File: src/rtl/assert_macros.svh
// assertion macros included by the tile top level
`ifndef ASSERT_MACROS_SVH
`define ASSERT_MACROS_SVH

// same-cycle implication, checked out of reset
`define Q4MV_ASSERT_IMPL(lbl, ante, cons) \
  lbl: assert property (@(posedge clk) disable iff (!rst_n) (ante) |-> (cons)) \
    else $error("q4mv assertion failed");

// next-cycle implication, checked out of reset
`define Q4MV_ASSERT_NEXT(lbl, ante, cons) \
  lbl: assert property (@(posedge clk) disable iff (!rst_n) (ante) |=> (cons)) \
    else $error("q4mv assertion failed");

`endif

File: src/rtl/q4mv_pkg.sv
// shared constants and types of the q4 x int8 matvec tile
`timescale 1ns / 1ps
package q4mv_pkg;
  localparam int ROWS  = 8;
  localparam int ROW_W = $clog2(ROWS);
  localparam int DOT_W = 18;
  localparam int IN_W  = 480;
  localparam int OUT_W = 40;
  localparam logic [31:0] F32_QNAN = 32'h7FC0_0000;

  // state handed from one row cell to the next
  typedef struct packed {
    logic signed [DOT_W-1:0] dot;
    logic [31:0]             acc;
  } link_t;

  // one row's work for the float unit
  typedef struct packed {
    logic signed [DOT_W-1:0] dot;
    logic [15:0]             row_scale;
    logic [31:0]             act_scale;
    logic [31:0]             acc;
  } fpu_req_t;
endpackage

File: src/rtl/q4mv_cell.sv
// one row cell: integer group dot and fp32 accumulator of a weight row
`timescale 1ns / 1ps
module q4mv_cell import q4mv_pkg::*; (
  input  logic        clk,
  input  logic        rst_n,
  input  logic        add_en,
  input  logic        shift_en,
  input  logic [63:0] acts,
  input  logic [31:0] wrow,
  input  link_t       link_in,
  output link_t       link_out
);
  logic signed [DOT_W-1:0] dot_r;
  logic [31:0]             acc_r;
  logic signed [14:0]      dsum;
  logic [3:0]              nlo, nhi;
  logic signed [3:0]       wl, wh;
  logic signed [7:0]       al, ah;

  // nibble minus 8 is the nibble with its top bit flipped, read as signed
  always_comb begin
    dsum = '0;
    nlo  = '0;
    nhi  = '0;
    wl   = '0;
    wh   = '0;
    al   = '0;
    ah   = '0;
    for (int j = 0; j < 4; j++) begin
      nlo  = wrow[8*j +: 4];
      nhi  = wrow[8*j+4 +: 4];
      wl   = signed'({~nlo[3], nlo[2:0]});
      wh   = signed'({~nhi[3], nhi[2:0]});
      al   = signed'(acts[8*j +: 8]);
      ah   = signed'(acts[8*(j+4) +: 8]);
      dsum = dsum + 15'(wl) * 15'(al) + 15'(wh) * 15'(ah);
    end
  end

  always_ff @(posedge clk) begin
    if (!rst_n) begin
      dot_r <= '0;
      acc_r <= '0;
    end else if (shift_en) begin
      dot_r <= link_in.dot;
      acc_r <= link_in.acc;
    end else if (add_en) begin
      dot_r <= dot_r + DOT_W'(dsum);
    end
  end

  assign link_out.dot = dot_r;
  assign link_out.acc = acc_r;
endmodule

File: config.mk
export PLATFORM = sky130hd
export DESIGN_NAME = q4mv_cell
export DESIGN_NICKNAME = d
export VERILOG_FILES = /design/src/rtl/assert_macros.svh /design/src/rtl/q4mv_pkg.sv /design/src/rtl/q4mv_cell.sv
export SDC_FILE = /design/constraint.sdc
export NUM_CORES = 1
export LEC_CHECK = 0
export ABC_CLOCK_PERIOD_IN_PS = 14900
export BUFFER_PORTS_ARGS = -buffer_cell sky130_fd_sc_hd__buf_2
export CORE_MARGIN = 4
export CORE_UTILIZATION = 60
export CTS_CLUSTER_DIAMETER = 100
export DETAILED_ROUTE_END_ITERATION = 8
export PLACE_DENSITY = 0.83
export RECOVER_POWER = 100
export SETUP_SLACK_MARGIN = 0.5
export SKIP_LAST_GASP = 1
export SYNTH_ARGS = -nofsm -noshare
export SYNTH_HDL_FRONTEND = slang
export SYNTH_SLANG_ARGS = --single-unit
File: constraint.sdc
create_clock -name clk -period 14.9 [get_ports clk]
set_input_delay 0.745 -clock clk [delete_from_list [all_inputs] [get_ports clk]]
set_output_delay 0.745 -clock clk [all_outputs]
set_load 0.01 [all_outputs]
-- Yosys cells after proc, flatten, opt, wreduce, memory -nomap -nowiden
Cells that the tools add are included.
- bits in registers: 50
- input bits: 150
- output and inout port bits: 50
- logic and storage cells: 29
- bitwise gates (word level): 8
- multiply operators: 8
- multiplexer cells: 2
- reduce and logical (&&, ||, !) cells: 1
- add/sub/neg operators: 8
- operator list (operator ; count):
    multiplier 4 x 8 -> 12 bit ; 8
    adder 15 x 12 -> 15 bit ; 4
    two-way mux 18 bit ; 2
    adder 18 x 15 -> 18 bit ; 1
    adder 14 x 12 -> 15 bit ; 1
    adder 13 x 12 -> 14 bit ; 1
    adder 12 x 12 -> 13 bit ; 1
    inverter 1 bit ; 8
    nonzero test 2 bit ; 1

-- Depth between registers and ports, before layout
- depth after elaboration: 12
- mapped depth: 25
- depth with buffers taken out: 25

-- Worst setup path after synthesis
OpenSTA, ideal clock, no wires.
- kind: input port to flip-flop
- start: in acts[7]
- end: reg dot_r[16]
- arrival: 6.812 ns
- library setup time: 0.124 ns
- stages on the path: 24
- data required time: 14.776 ns
- setup slack: 7.963 ns
- path through: nand2_1 inv_1 fa_1 inv_1 fa_1 inv_1 fa_1 inv_1 fa_1 inv_1 fa_1 fa_1 fa_1 inv_1 fa_1 inv_1 ha_1 nand3_1 nand2_1 a31oi_1 a21oi_4 a221oi_2 mux2i_1 o21ai_1
- longest elaborated chain between the ends: 11
- RTL lines (item ; line ; text):
    start: declaration ; q4mv_cell.sv:8 ; input logic [63:0] acts,
    multiplier 4 x 8 -> 12 bit ; q4mv_cell.sv:36 ; dsum = dsum + 15'(wl) * 15'(al) + 15'(wh) * 15'(ah);
    adder 12 x 12 -> 13 bit ; q4mv_cell.sv:36 ;
    adder 13 x 12 -> 14 bit ; q4mv_cell.sv:36 ;
    adder 14 x 12 -> 15 bit ; q4mv_cell.sv:36 ;
    adder 15 x 12 -> 15 bit (4 in a row) ; q4mv_cell.sv:36 ;
    adder 18 x 15 -> 18 bit ; q4mv_cell.sv:48 ; dot_r <= dot_r + DOT_W'(dsum);
    two-way mux 18 bit ; q4mv_cell.sv:47 ; end else if (add_en) begin
    two-way mux 18 bit ; q4mv_cell.sv:44 ; end else if (shift_en) begin
    end signal: assignment ; q4mv_cell.sv:45 ; dot_r <= link_in.dot;
    end signal: assignment ; q4mv_cell.sv:48 ;
    end: declaration ; q4mv_cell.sv:13 ; logic signed [DOT_W-1:0] dot_r;
No other way between the ends. The select of a mux whose other input is x is not followed.
A chain may end at the register's enable or synchronous reset.

-- Worst setup path after layout
- start: in wrow[0]
- end: reg dot_r[16]
- longest elaborated chain between the ends: 11
- RTL lines (item ; line ; text):
    start: declaration ; q4mv_cell.sv:9 ; input logic [31:0] wrow,
    multiplier 4 x 8 -> 12 bit ; q4mv_cell.sv:36 ;
    adder 12 x 12 -> 13 bit ; q4mv_cell.sv:36 ;
    adder 13 x 12 -> 14 bit ; q4mv_cell.sv:36 ;
    adder 14 x 12 -> 15 bit ; q4mv_cell.sv:36 ;
    adder 15 x 12 -> 15 bit (4 in a row) ; q4mv_cell.sv:36 ;
    adder 18 x 15 -> 18 bit ; q4mv_cell.sv:48 ;
    two-way mux 18 bit ; q4mv_cell.sv:47 ;
    two-way mux 18 bit ; q4mv_cell.sv:44 ;
No other way between the ends. The select of a mux whose other input is x is not followed.

==> flow_metrics.tcl <==
set metrics [dict create \
    outcome "finished clean" \
    grt_max_degree 54 \
    worstPathArrival_ps 7920 \
    syn_avg_cell_area_um2 9.68 \
    worstSetupPathType "input port to flop" \
    critPathMaxStageDelay_ps 640 \
    slowest_stage "fa_1" \
    cp-start-kind "input port" \
    worst_pin_slew_ps 1200 \
    portBuffers 199 \
    drc 0 \
    ys_seq_area_share_pct 7.47 \
    cts_sinks 50 \
    fin_crit_ps 7760 \
    fmax_mhz 129 \
    busiest_layer "met2" \
    synth_fp_nets 1958 \
    cts_hold_buf 0 \
    wire_per_inst_um 16.6 \
    crit_top_cell "fa_1" \
    grt_util_all_layers_pct 26.5 \
    grt_use_met1_pct 34.8 \
    synthFlopType "dfxtp_1" \
    core_area_mm2 0.0219 \
    ys_async_sr_fraction_pct 0 \
    cp_cell_sequence "clkbuf_1, nand2_1, fa_1, fa_1, inv_1, fa_1, inv_1, fa_1, inv_1, fa_1, fa_1, fa_1, inv_1, fa_1, inv_1, ha_1, a21oi_1, nand2_1, a31oi_1, a21oi_4, a221oi_1, mux2i_1, o21ai_0" \
    setup_viol 0 \
    grt_first_pass_wirelength_mm 51.8 \
    period_share_pct 52.1 \
    fp.dieH_um 157 \
    vias_per_cell 5.18 \
    cts_max_path_buffers 2 \
    root_buffer "clkbuf_16" \
    std_cell_rows 54 \
    cts_max_level 2 \
    critPathCaptureType "flop" \
    use_met2_pct 46.6 \
    initial_utilization_pct 61.2 \
    antenna_found_initial 3 \
    synth-edff-count 0 \
    slew_headroom_pct 19.4 \
    vias 9603 \
    clk-insertion-delay-late_ps 290 \
    cts_tree "yes" \
    finalSetupTns_ps 0 \
    path_clk_slew_ps 60 \
    n_fill_cell 1742 \
    cts-buffers-inserted 5 \
    ys_seq_elements 50 \
    dr.first_iter.drc_count 540 \
    hold_path.class "flop to flop" \
    dr.pass1.iters 7 \
    cap_violations 0 \
    area_growth_pct 10.3 \
    ioPinCount 200 \
    required_ps 15070 \
    routed_wl_mm 30.8 \
    synth_cells 1384 \
    cp_max_fo 10 \
    ys.warnings.count 0 \
    grt_pass1_vias 10600 \
    synth_cell_type_count 50 \
    netlist_area_mm2 0.0134 \
    postCtsSetupBuffers 0 \
    post-dp-hpwl_mm 27.8 \
    met3_usage_pct 3.05 \
    clock-skew-final_ps 3.37 \
    antenna_left 0 \
    globalRouteOverflowTotal 0 \
    dieWidth_um 157 \
    nets 2145 \
    cts_resized 0 \
    gp_congestion 0.921 \
    dieArea_mm2 0.0248 \
    rsz0062_at_grt "false" \
    drive_above_1_share_pct 12.2 \
    drv_slew 0 \
    finalHoldViolations 0 \
]
## critical path: cells and delay by family
kind | cells | cell delay [ps]
AO/OA/AOI/OAI | 5 | 1280
multiplexers | 1 | 250
adder cells (fa/ha/maj) | 9 | 4510
buffers and inverters | 6 | 560
AND/OR/NAND/NOR | 2 | 590
## synthesized netlist by cell type (2+ instances only)
master,number,area share [%]
nor3b_1,2,0.11
nor2_1,79,2.2
nor3_1,6,0.22
nand3_1,7,0.26
o211ai_1,4,0.22
nor2b_1,4,0.19
o21ai_0,8,0.30
a21oi_2,2,0.13
xnor2_1,21,1.4
a21o_1,4,0.22
mux2i_1,34,2.5
inv_2,2,0.056
and2_1,107,5.0
dfxtp_1,50,7.5
and3_1,2,0.093
a211oi_1,7,0.39
xor2_1,7,0.46
a21oi_1,25,0.93
fa_1,356,53
nand2_1,104,2.9
or2_2,29,1.4
clkbuf_1,15,0.42
ha_1,68,6.4
nand2b_1,2,0.093
buf_2,4,0.15
o21bai_1,4,0.22
inv_1,404,11
o22ai_1,2,0.093
o21ai_1,3,0.11
nand3b_1,2,0.11
## flip-flops by register name, summed over array words and instances, names as in the netlist
register  cells
acc_r        32
dot_r        18
## per-stage QoR
step / area [um2] / setup WS, ps / hold slack, ps / utilization (%) / instances
detailed placement: 14700 / 7330 / 478 / 67.0 / 1844
finish: 14800 / 7140 / 496 / 67.5 / 1854
floorplan: 13400 / 7960 / 531 / - / 1384
CTS: 14900 / 7600 / 497 / 67.9 / 1852
global route: 14800 / 6750 / 517 / 67.5 / 1854
global placement: 14700 / 7510 / 466 / 67.0 / 1844
## cell type report
class | instances | area (um2) | area share [%]
tap | 280 | 350 | 2.37
inverter | 407 | 1530 | 10.3
sequential | 50 | 1000 | 6.78
antenna | 2 | 5.00 | 0.0339
clock inverter | 3 | 68.8 | 0.466
timing repair buffer | 200 | 937 | 6.34
multi-input combinational | 907 | 10800 | 72.8
clock buffer | 5 | 125 | 0.847
## metal layers
layer / wire, um / up-vias
met3: 1500 / 81
met4: 1150 / 2
met1: 11600 / 4877
met2: 16600 / 294
li1: - / 4349
met5: 7 / -
## placed cells by master (no fill, tap or decap), types with 27 or more instances in the layout
| cell type | n |
|---|---|
| nor2_1 | 79 |
| mux2i_1 | 34 |
| fa_1 | 356 |
| and2_1 | 107 |
| or2_2 | 29 |
| dfxtp_1 | 50 |
| nand2_1 | 104 |
| inv_1 | 404 |
| clkbuf_1 | 53 |
| ha_1 | 68 |
| a21oi_1 | 27 |
| buf_2 | 146 |
## kinds of logic after synthesis
| kind of cell | synth area share (%) |
|---|---|
| AO/OA/AOI/OAI | 3.65 |
| XOR/XNOR | 1.83 |
| adder cells (fa/ha/maj) | 59.6 |
| buffers and inverters | 12.1 |
| flip-flops | 7.47 |
| multiplexers | 2.54 |
| AND/OR/NAND/NOR | 12.8 |
## worst paths after layout
check                           cells after the start  slack [ps]        end     start
worst min-delay path                                2         500   acc_r[5]  acc_r[5]
worst max register to register                     22        7790  dot_r[16]  dot_r[3]
worst min register to register                      2         500   acc_r[5]  acc_r[5]
worst max-delay path                               23        7140  dot_r[16]   wrow[0]
Power is left out: the tool's default activity adds up to more than one toggle a clock period on the data nets, which glitch-free logic cannot reach.
