## src/rtl/assert_macros.svh

```systemverilog
// assertion macros included by the tile top level
`ifndef ASSERT_MACROS_SVH
`define ASSERT_MACROS_SVH

// same-cycle implication, checked out of reset
`define Q4MV_ASSERT_IMPL(lbl, ante, cons) \
  lbl: assert property (@(posedge clk) disable iff (!rst_n) (ante) |-> (cons)) \
    else $error("q4mv assertion failed");

// next-cycle implication, checked out of reset
`define Q4MV_ASSERT_NEXT(lbl, ante, cons) \
  lbl: assert property (@(posedge clk) disable iff (!rst_n) (ante) |=> (cons)) \
    else $error("q4mv assertion failed");

`endif

```

## src/rtl/q4mv_pkg.sv

```systemverilog
// shared constants and types of the q4 x int8 matvec tile
`timescale 1ns / 1ps
package q4mv_pkg;
  localparam int ROWS  = 8;
  localparam int ROW_W = $clog2(ROWS);
  localparam int DOT_W = 18;
  localparam int IN_W  = 480;
  localparam int OUT_W = 40;
  localparam logic [31:0] F32_QNAN = 32'h7FC0_0000;

  // state handed from one row cell to the next
  typedef struct packed {
    logic signed [DOT_W-1:0] dot;
    logic [31:0]             acc;
  } link_t;

  // one row's work for the float unit
  typedef struct packed {
    logic signed [DOT_W-1:0] dot;
    logic [15:0]             row_scale;
    logic [31:0]             act_scale;
    logic [31:0]             acc;
  } fpu_req_t;
endpackage

```

## src/rtl/q4mv_fpu.sv

```systemverilog
// multi-cycle float unit: fp16 x fp32 scale, then fused multiply-add into fp32
`timescale 1ns / 1ps
module q4mv_fpu import q4mv_pkg::*; (
  input  logic        clk,
  input  logic        rst_n,
  input  logic        start,
  input  fpu_req_t    req,
  output logic        done,
  output logic [31:0] result
);
  localparam int MW = 82;
  localparam int WW = 81;
  localparam int EW = 11;
  typedef logic signed [EW-1:0] exp_t;

  typedef enum logic [3:0] {
    ST_IDLE, ST_SMUL, ST_NORM, ST_SHIFT, ST_DENORM, ST_ROUND, ST_FMUL, ST_ALIGN, ST_ADD
  } state_t;
  typedef enum logic [1:0] {SP_NONE, SP_NAN, SP_INF} spec_t;

  state_t          state_r;
  fpu_req_t        req_r;
  logic            phase_r, sign_r, zero_r, lost_r, ovf_r, psign_r, asign_r, done_r;
  spec_t           spec_r;
  logic [MW-1:0]   mraw_r, mnorm_r, sden_r;
  exp_t            etop_r, e_r, tx_r, ty_r, t_r;
  logic [6:0]      lz_r;
  logic [7:0]      expf_r;
  logic [31:0]     scale_r, result_r;
  logic [41:0]     xmag_r;
  logic [23:0]     ymag_r;
  logic [WW-1:0]   a_r, b_r;

  function automatic logic [6:0] lzc(input logic [MW-1:0] v);
    logic [6:0] n;
    logic       hit;
    n   = 7'(MW);
    hit = 1'b0;
    for (int i = MW - 1; i >= 0; i--) begin
      if (!hit && v[i]) begin
        n   = 7'(MW - 1 - i);
        hit = 1'b1;
      end
    end
    return n;
  endfunction

  function automatic logic [6:0] sat_sh(input exp_t d, input logic [6:0] lim);
    if (d < 0) return 7'd0;
    else if (d > exp_t'(lim)) return lim;
    else return d[6:0];
  endfunction

  // right shift with everything shifted out jammed into the lsb
  function automatic logic [WW-1:0] shr_jam(input logic [WW-1:0] v, input logic [6:0] sh);
    logic [WW-1:0] m;
    m = ~({WW{1'b1}} << sh);
    return (v >> sh) | {{(WW-1){1'b0}}, |(v & m)};
  endfunction

  // scale operands
  logic [4:0]  h_exp;
  logic [7:0]  a_exp, s_exp, c_exp;
  logic [10:0] h_mant;
  logic [23:0] a_mant, s_mant, c_mant;
  exp_t        h_lsb, a_lsb, s_lsb, c_lsb;
  logic        h_nan, h_inf, h_zero, a_nan, a_inf, a_zero;
  logic        smul_nan, smul_inf;
  logic [34:0] smul_prod;
  // fma operands
  logic        s_nan, s_inf, c_nan, c_inf, dot_neg, fm_psign, fm_nan, fm_inf, fm_isign;
  logic [17:0] dot_mag;
  logic [41:0] fm_prod;
  // align / add
  logic          xz, yz, same, a_ge, add_sign;
  exp_t          t_max, dx, dy;
  logic [MW-1:0] add_res;
  logic [WW-1:0] diff;
  // normalise / round
  logic [6:0]    lz_nxt, dsh;
  logic          dn_sub, g, st;
  logic [30:0]   pack, rnd;
  logic [31:0]   round_res;

  always_comb begin
    h_exp  = req_r.row_scale[14:10];
    a_exp  = req_r.act_scale[30:23];
    h_mant = {h_exp != '0, req_r.row_scale[9:0]};
    a_mant = {a_exp != '0, req_r.act_scale[22:0]};
    h_lsb  = (h_exp == '0) ? exp_t'(-24) : exp_t'(h_exp) - exp_t'(25);
    a_lsb  = (a_exp == '0) ? exp_t'(-149) : exp_t'(a_exp) - exp_t'(150);
    h_nan  = (&h_exp) && (|req_r.row_scale[9:0]);
    h_inf  = (&h_exp) && !(|req_r.row_scale[9:0]);
    h_zero = !(|req_r.row_scale[14:0]);
    a_nan  = (&a_exp) && (|req_r.act_scale[22:0]);
    a_inf  = (&a_exp) && !(|req_r.act_scale[22:0]);
    a_zero = !(|req_r.act_scale[30:0]);
    smul_nan  = h_nan || a_nan || (h_inf && a_zero) || (a_inf && h_zero);
    smul_inf  = h_inf || a_inf;
    smul_prod = 35'(h_mant) * 35'(a_mant);

    s_exp  = scale_r[30:23];
    c_exp  = req_r.acc[30:23];
    s_mant = {s_exp != '0, scale_r[22:0]};
    c_mant = {c_exp != '0, req_r.acc[22:0]};
    s_lsb  = (s_exp == '0) ? exp_t'(-149) : exp_t'(s_exp) - exp_t'(150);
    c_lsb  = (c_exp == '0) ? exp_t'(-149) : exp_t'(c_exp) - exp_t'(150);
    s_nan  = (&s_exp) && (|scale_r[22:0]);
    s_inf  = (&s_exp) && !(|scale_r[22:0]);
    c_nan  = (&c_exp) && (|req_r.acc[22:0]);
    c_inf  = (&c_exp) && !(|req_r.acc[22:0]);
    dot_neg  = req_r.dot[DOT_W-1];
    dot_mag  = dot_neg ? (~req_r.dot + 18'd1) : req_r.dot;
    fm_psign = dot_neg ^ scale_r[31];
    fm_nan   = s_nan || c_nan || (s_inf && (req_r.dot == '0))
               || (s_inf && c_inf && (fm_psign != req_r.acc[31]));
    fm_inf   = s_inf || c_inf;
    fm_isign = s_inf ? fm_psign : req_r.acc[31];
    fm_prod  = 42'(dot_mag) * 42'(s_mant);

    xz    = (xmag_r == '0);
    yz    = (ymag_r == '0);
    t_max = xz ? ty_r : (yz ? tx_r : ((tx_r > ty_r) ? tx_r : ty_r));
    dx    = t_max - tx_r;
    dy    = t_max - ty_r;

    same     = (psign_r == asign_r);
    a_ge     = (a_r >= b_r);
    diff     = a_ge ? (a_r - b_r) : (b_r - a_r);
    add_res  = same ? ({1'b0, a_r} + {1'b0, b_r}) : {1'b0, diff};
    add_sign = same ? psign_r : (a_ge ? psign_r : asign_r);
    // exact cancellation gives +0, two zeros keep a common sign
    if (add_res == '0) add_sign = psign_r & asign_r;

    lz_nxt = lzc(mraw_r);
    dn_sub = (e_r < exp_t'(-126));
    dsh    = dn_sub ? sat_sh(exp_t'(-126) - e_r, 7'(MW)) : 7'd0;

    pack = {expf_r, sden_r[80:58]};
    g    = sden_r[57];
    st   = (|sden_r[56:0]) || lost_r;
    rnd  = pack + 31'(g && (st || pack[0]));
    if (spec_r == SP_NAN)                round_res = F32_QNAN;
    else if (spec_r == SP_INF || ovf_r)  round_res = {sign_r, 8'hFF, 23'd0};
    else if (zero_r)                     round_res = {sign_r, 31'd0};
    else                                 round_res = {sign_r, rnd};
  end

  always_ff @(posedge clk) begin
    if (!rst_n) begin
      state_r <= ST_IDLE;
      done_r  <= 1'b0;
    end else begin
      case (state_r)
        ST_IDLE: begin
          done_r <= 1'b0;
          if (start) begin
            req_r   <= req;
            state_r <= ST_SMUL;
          end
        end
        ST_SMUL: begin
          mraw_r  <= {smul_prod, 47'd0};
          etop_r  <= h_lsb + a_lsb + exp_t'(34);
          sign_r  <= req_r.row_scale[15] ^ req_r.act_scale[31];
          spec_r  <= smul_nan ? SP_NAN : (smul_inf ? SP_INF : SP_NONE);
          phase_r <= 1'b0;
          state_r <= ST_NORM;
        end
        ST_NORM: begin
          lz_r    <= lz_nxt;
          zero_r  <= (mraw_r == '0);
          state_r <= ST_SHIFT;
        end
        ST_SHIFT: begin
          mnorm_r <= mraw_r << lz_r;
          e_r     <= etop_r - exp_t'(lz_r);
          state_r <= ST_DENORM;
        end
        ST_DENORM: begin
          sden_r  <= mnorm_r >> dsh;
          lost_r  <= |(mnorm_r & ~({MW{1'b1}} << dsh));
          expf_r  <= dn_sub ? 8'd0 : 8'(e_r + exp_t'(127));
          ovf_r   <= (e_r > exp_t'(127));
          state_r <= ST_ROUND;
        end
        ST_ROUND: begin
          if (!phase_r) begin
            scale_r <= round_res;
            state_r <= ST_FMUL;
          end else begin
            result_r <= round_res;
            done_r   <= 1'b1;
            state_r  <= ST_IDLE;
          end
        end
        ST_FMUL: begin
          xmag_r  <= fm_prod;
          ymag_r  <= c_mant;
          tx_r    <= s_lsb + exp_t'(42);
          ty_r    <= c_lsb + exp_t'(24);
          psign_r <= fm_psign;
          asign_r <= req_r.acc[31];
          sign_r  <= fm_isign;
          spec_r  <= fm_nan ? SP_NAN : (fm_inf ? SP_INF : SP_NONE);
          state_r <= ST_ALIGN;
        end
        ST_ALIGN: begin
          a_r     <= shr_jam({xmag_r, 39'd0}, sat_sh(dx, 7'(WW)));
          b_r     <= shr_jam({ymag_r, 57'd0}, sat_sh(dy, 7'(WW)));
          t_r     <= t_max;
          state_r <= ST_ADD;
        end
        ST_ADD: begin
          mraw_r  <= add_res;
          etop_r  <= t_r;
          if (spec_r != SP_INF) sign_r <= add_sign;
          phase_r <= 1'b1;
          state_r <= ST_NORM;
        end
        default: state_r <= ST_IDLE;
      endcase
    end
  end

  assign done   = done_r;
  assign result = result_r;
endmodule

```

## config.mk

```make
export PLATFORM = sky130hd
export DESIGN_NAME = q4mv_fpu
export DESIGN_NICKNAME = d
export VERILOG_FILES = /design/src/rtl/assert_macros.svh /design/src/rtl/q4mv_pkg.sv /design/src/rtl/q4mv_fpu.sv
export SDC_FILE = /design/constraint.sdc
export NUM_CORES = 2
export LEC_CHECK = 0
export ABC_AREA = 1
export ABC_CLOCK_PERIOD_IN_PS = 22400
export BUFFER_PORTS_ARGS = -buffer_cell sky130_fd_sc_hd__buf_2
export CORE_AREA = 2 2 371 446
export CTS_BUF_LIST = sky130_fd_sc_hd__clkbuf_2 sky130_fd_sc_hd__clkbuf_4 sky130_fd_sc_hd__clkbuf_8
export CTS_CLUSTER_SIZE = 24
export DETAILED_ROUTE_END_ITERATION = 16
export DIE_AREA = 0 0 373 448
export MAX_ROUTING_LAYER = met4
export PLACE_DENSITY = 0.78
export SYNTH_ARGS = -nofsm -noshare
export SYNTH_HDL_FRONTEND = slang
export SYNTH_SLANG_ARGS = --single-unit
```

## constraint.sdc

```tcl
create_clock -name clk -period 22.4 [get_ports clk]
set_input_delay 6.72 -clock clk [delete_from_list [all_inputs] [get_ports clk]]
set_output_delay 6.72 -clock clk [all_outputs]
set_load 0.05 [all_outputs]
```

# After elaboration in Yosys (flattened, before gate mapping)
# Cells that the tools add are included.
# Widths: inputs -> output; s select.
# word_totals
out_inout_bits	33
in_bits	101
regBits	719
# classes
n_addsub	18
mux	205
shifts	7
magnitude_cmp	10
reduce_logical	240
n_bitwise	13
eq_ne	16
n_mul	2
# op_table
op	count
$mux 7	75
$logic_not 82->1	2
$pmux 82 s2	1
$and 81x81->81	2
$not 81->81	2
$or 81x1->81	2
$reduce_or 81->1	2
$shl 81x7->81 const A	2
$shr 81x7->81	2
$sub 81x81->81	2
$logic_and 1x1->1	95
$mux 1	88
$logic_not 1->1	87
$add 81x81->82	1
$and 82x82->82	1
$mux 82	1
$not 82->82	1
$reduce_or 82->1	1
$shl 82x7->82	1
$shl 82x7->82 const A	1
$shr 82x7->81	1
$ge 81x81->1	1
$mux 81	1
$mux 5	16
other kinds (64)	123

# Longest topological paths before layout
# logic_depth
depth_word	244
ltp_mapped	43
ltp_nobuf	41

# Worst setup path after synthesis
# No wires, ideal clock.
# synth_timing
path_type	input to register
start	in rst_n
end	reg a_r[0] (enable)
path_slack_ns	3.031
cell_stages	2
t_arrival_ns	18.449
setup_time_ns	0.919
cell_sequence	nand2_1 -> nor3_1
# synth_between
elab_chain_cells	1
# synth_rtl
element	line	rtl
start, declared	q4mv_fpu.sv:5	input logic rst_n,
$reduce_and 2->1 (no source line)	--	
end signal, assigned	q4mv_fpu.sv:209	a_r <= shr_jam({xmag_r, 39'd0}, sat_sh(dx, 7'(WW)));
end, declared	q4mv_fpu.sv:32	logic [WW-1:0] a_r, b_r;
# Every way passes these cells.
# A chain may end at the register's enable or synchronous reset.

# Worst setup path after layout
# layout_timing
start	reg req_r[80] (netlist bit)
end	reg xmag_r[37], data pin
# layout_between
elab_chain_cells	4
# layout_rtl
element	line	rtl
start, declared	q4mv_fpu.sv:22	fpu_req_t req_r;
start signal, assigned	q4mv_fpu.sv:158	req_r <= req;
$not 18->18	q4mv_fpu.sv:113	dot_mag = dot_neg ? (~req_r.dot + 18'd1) : req_r.dot;
$add 18x1->18	q4mv_fpu.sv:113	
$mux 18 *	q4mv_fpu.sv:113	
$mul 18x24->42 *	q4mv_fpu.sv:119	fm_prod = 42'(dot_mag) * 42'(s_mant);
via fm_prod[37]	q4mv_fpu.sv:73	logic [41:0] fm_prod;
end signal, assigned	q4mv_fpu.sv:198	xmag_r <= fm_prod;
end, declared	q4mv_fpu.sv:30	logic [41:0] xmag_r;
# The timed path passes the listed nets; every way through them passes the cells marked *.

==> flow_metrics.tcl <==
set metrics [dict create \
    first_pass_iters 10 \
    grt-ovfl-total 0 \
    netlist-cell-type-count 79 \
    clock_skew_ns 0.06926 \
    fin_crit_sh_pct 40.49 \
    area_growth_pct 5.084 \
    setup_tns_ns 0 \
    synth.avg_cell_area_um2 6.949 \
    post_cts.repair.setup_buffers 0 \
    ios 134 \
    wl_per_cell_um 26.64 \
    mostFrequentLayoutCell "nand2_1" \
    period_needed_ns 9.070 \
    dieArea_mm2 0.1671 \
    placed_area_mm2 0.09080 \
    grt_max_degree 115 \
    synth-main-ff-cell "edfxtp_1" \
    critPathLaunchType "flop" \
    drtAntennaViolNets 0 \
    drv_cap 0 \
    required_ns 23.00 \
    cts_tree "done" \
    async_reset_ff_share_pct 0 \
    vias_per_cell 6.166 \
    yosys_warnings 0 \
    syn_nets 13980 \
    min_path_type "reg -> reg" \
    relSlewSlack_pct 6.535 \
    numCtsBuffers 113 \
    cts_resized 0 \
    cts_sinks 719 \
    most-common-layout-cells "nand2_1 (3412), inv_1 (1955), nor2_1 (1265)" \
    dr_total_vias 91860 \
    p_leak_nw 44.24 \
    cts_buffer_depth 3 \
    pwr_density_cell_mw_per_mm2 83.11 \
    crit_slowest_cell "edfxtp_1" \
    critPathArrivalTime_ns 9.67 \
    crit_fanout 26 \
    cp-end-kind "flop" \
    outcome "complete, no violations" \
    grt_use_total_pct 47.72 \
    ys_seq_area_share_pct 24.19 \
    final.setup.worst_slack_ns 13.33 \
    die_w_um 373 \
    initial_core_util_pct 54.85 \
    cts_hold_buf 0 \
    antenna_found_initial 34 \
    rsz0062_at_grt "no" \
    drt_iter0_drc 13670 \
    clock_latency_ns 0.90 \
    die_h_um 448 \
    clk_pin_slew_ns 0.08 \
    final_layout_size_suffix_gt1_share_pct 5.134 \
    synth-edff-count 714 \
    core_area_mm2 0.1624 \
    ys_ff_latch 719 \
    finalSetupViolCount 0 \
    h-tree-depth 3 \
    clock-root-buffer "clkbuf_8" \
    hpwlAfterDp_um 324200 \
    wl_um 396900 \
    fin_area_mm2 0.09359 \
    post-route-drc-count 0 \
    synthCells 12820 \
    max_stage_delay_ns 1.07 \
    dp_worst_setup_slack_ns 12.81 \
    final_core_util_pct 57.64 \
    num-nets-final 13790 \
    grt_pass1_vias 87180 \
    timing.fmax_mhz 110.3 \
    slew_viol_final 0 \
    worstSetupPathType "reg -> reg" \
    crit_top_cell "nand2_1" \
    grt_pass1_wl_um 565700 \
    p_total_mw 7.778 \
    hold_viol_final 0 \
    tightest_slew_ns 1.393 \
    gp_congestion 1.192 \
    numPortBuffers 133 \
    rows 162 \
    netlist_area_mm2 0.08906 \
    max-vdd-ir-drop_mv 0.2760 \
]
-- final timing paths --
check / from / to / slack (ns) / cells after the start
worst min register to register: c_mant[5] / ymag_r[5] / 0.46 / 0
worst max-delay path: req_r[80] / xmag_r[37] / 13.33 / 38
worst min-delay path: c_mant[5] / ymag_r[5] / 0.46 / 0
worst max register to register: req_r[80] / xmag_r[37] / 13.33 / 38
-- worst max-delay path: cells and delay by family (launching register included) --
family	cells	cell delay (ns)
fa+ha+maj	8	3.32
simple gates	16	2.11
compound gates	7	1.33
flops	1	1.07
buf+inv	6	0.82
xor+xnor	1	0.17
-- routing by layer --
layer	track usage (%)	share of wire, %	up-vias
met3	13.56	13	1493
met1	57.35	37	43200
met4	34.08	8.9	0
met5	-	0	-
met2	68.91	42	6310
li1	-	-	40850
-- cell usage after synthesis (49+ instances only) --
master / n / area share, %
ha_1: 502 / 7.1
o21ai_1: 374 / 2.1
inv_1: 1959 / 8.3
nor4_1: 70 / 0.49
nor3_1: 127 / 0.71
nor2_1: 1271 / 5.4
mux2i_1: 150 / 1.7
buf_2: 124 / 0.70
nand3_1: 615 / 3.5
clkbuf_1: 304 / 1.3
nand2_1: 3414 / 14
inv_2: 68 / 0.29
o21ai_0: 831 / 4.7
o211ai_1: 62 / 0.52
o22ai_1: 73 / 0.51
a21oi_1: 635 / 3.6
buf_1: 53 / 0.22
xor2_1: 241 / 2.4
o21bai_1: 49 / 0.41
fa_1: 556 / 12
nand4_1: 98 / 0.69
edfxtp_1: 714 / 24
-- cell type report --
cell class	instances	area, um2
repair buffers	231	1405
clock buffers	129	1688
well taps	2132	2668
multi-input cells	9525	57570
diodes	46	115.1
inverters	2037	7650
clock inverters	79	955.9
fillers	15220	68770
flip-flops and latches	719	21540
-- state kept, by name, indices dropped and copies added (netlist names), 24 cells and up --
register  cells
a_r          81
b_r          81
mnorm_r      82
mraw_r       82
result       32
scale_r      32
sden_r       81
xmag_r       42
ymag_r       24
-- power breakdown --
| part | switching, mW | internal, mW | total, mW |
|---|---|---|---|
| registers | 0.0650 | 1.76 | 1.83 |
| logic | 2.94 | 1.67 | 4.61 |
| clock network | 0.599 | 0.743 | 1.34 |
-- cell families after synthesis --
| logic type | synth area share, % |
|---|---|
| AOI/OAI and AO/OA | 13.92 |
| xor gates and xnor gates | 2.831 |
| adders and majority gates | 19.55 |
| buffers and inverters | 11.30 |
| DFF | 24.19 |
| muxes | 1.701 |
| and+or+nand+nor | 26.51 |
-- metrics by stage --
step | std cells | hold slack [ns]
finish | 14900 | 0.4600
global route | 14890 | 0.4742
CTS | 14850 | 0.4530
detailed placement | 14640 | 0.4512
global placement | 14640 | 0.4682
floorplan | 12820 | 0.4169
Note: power is estimated with default switching activity, not from simulation.
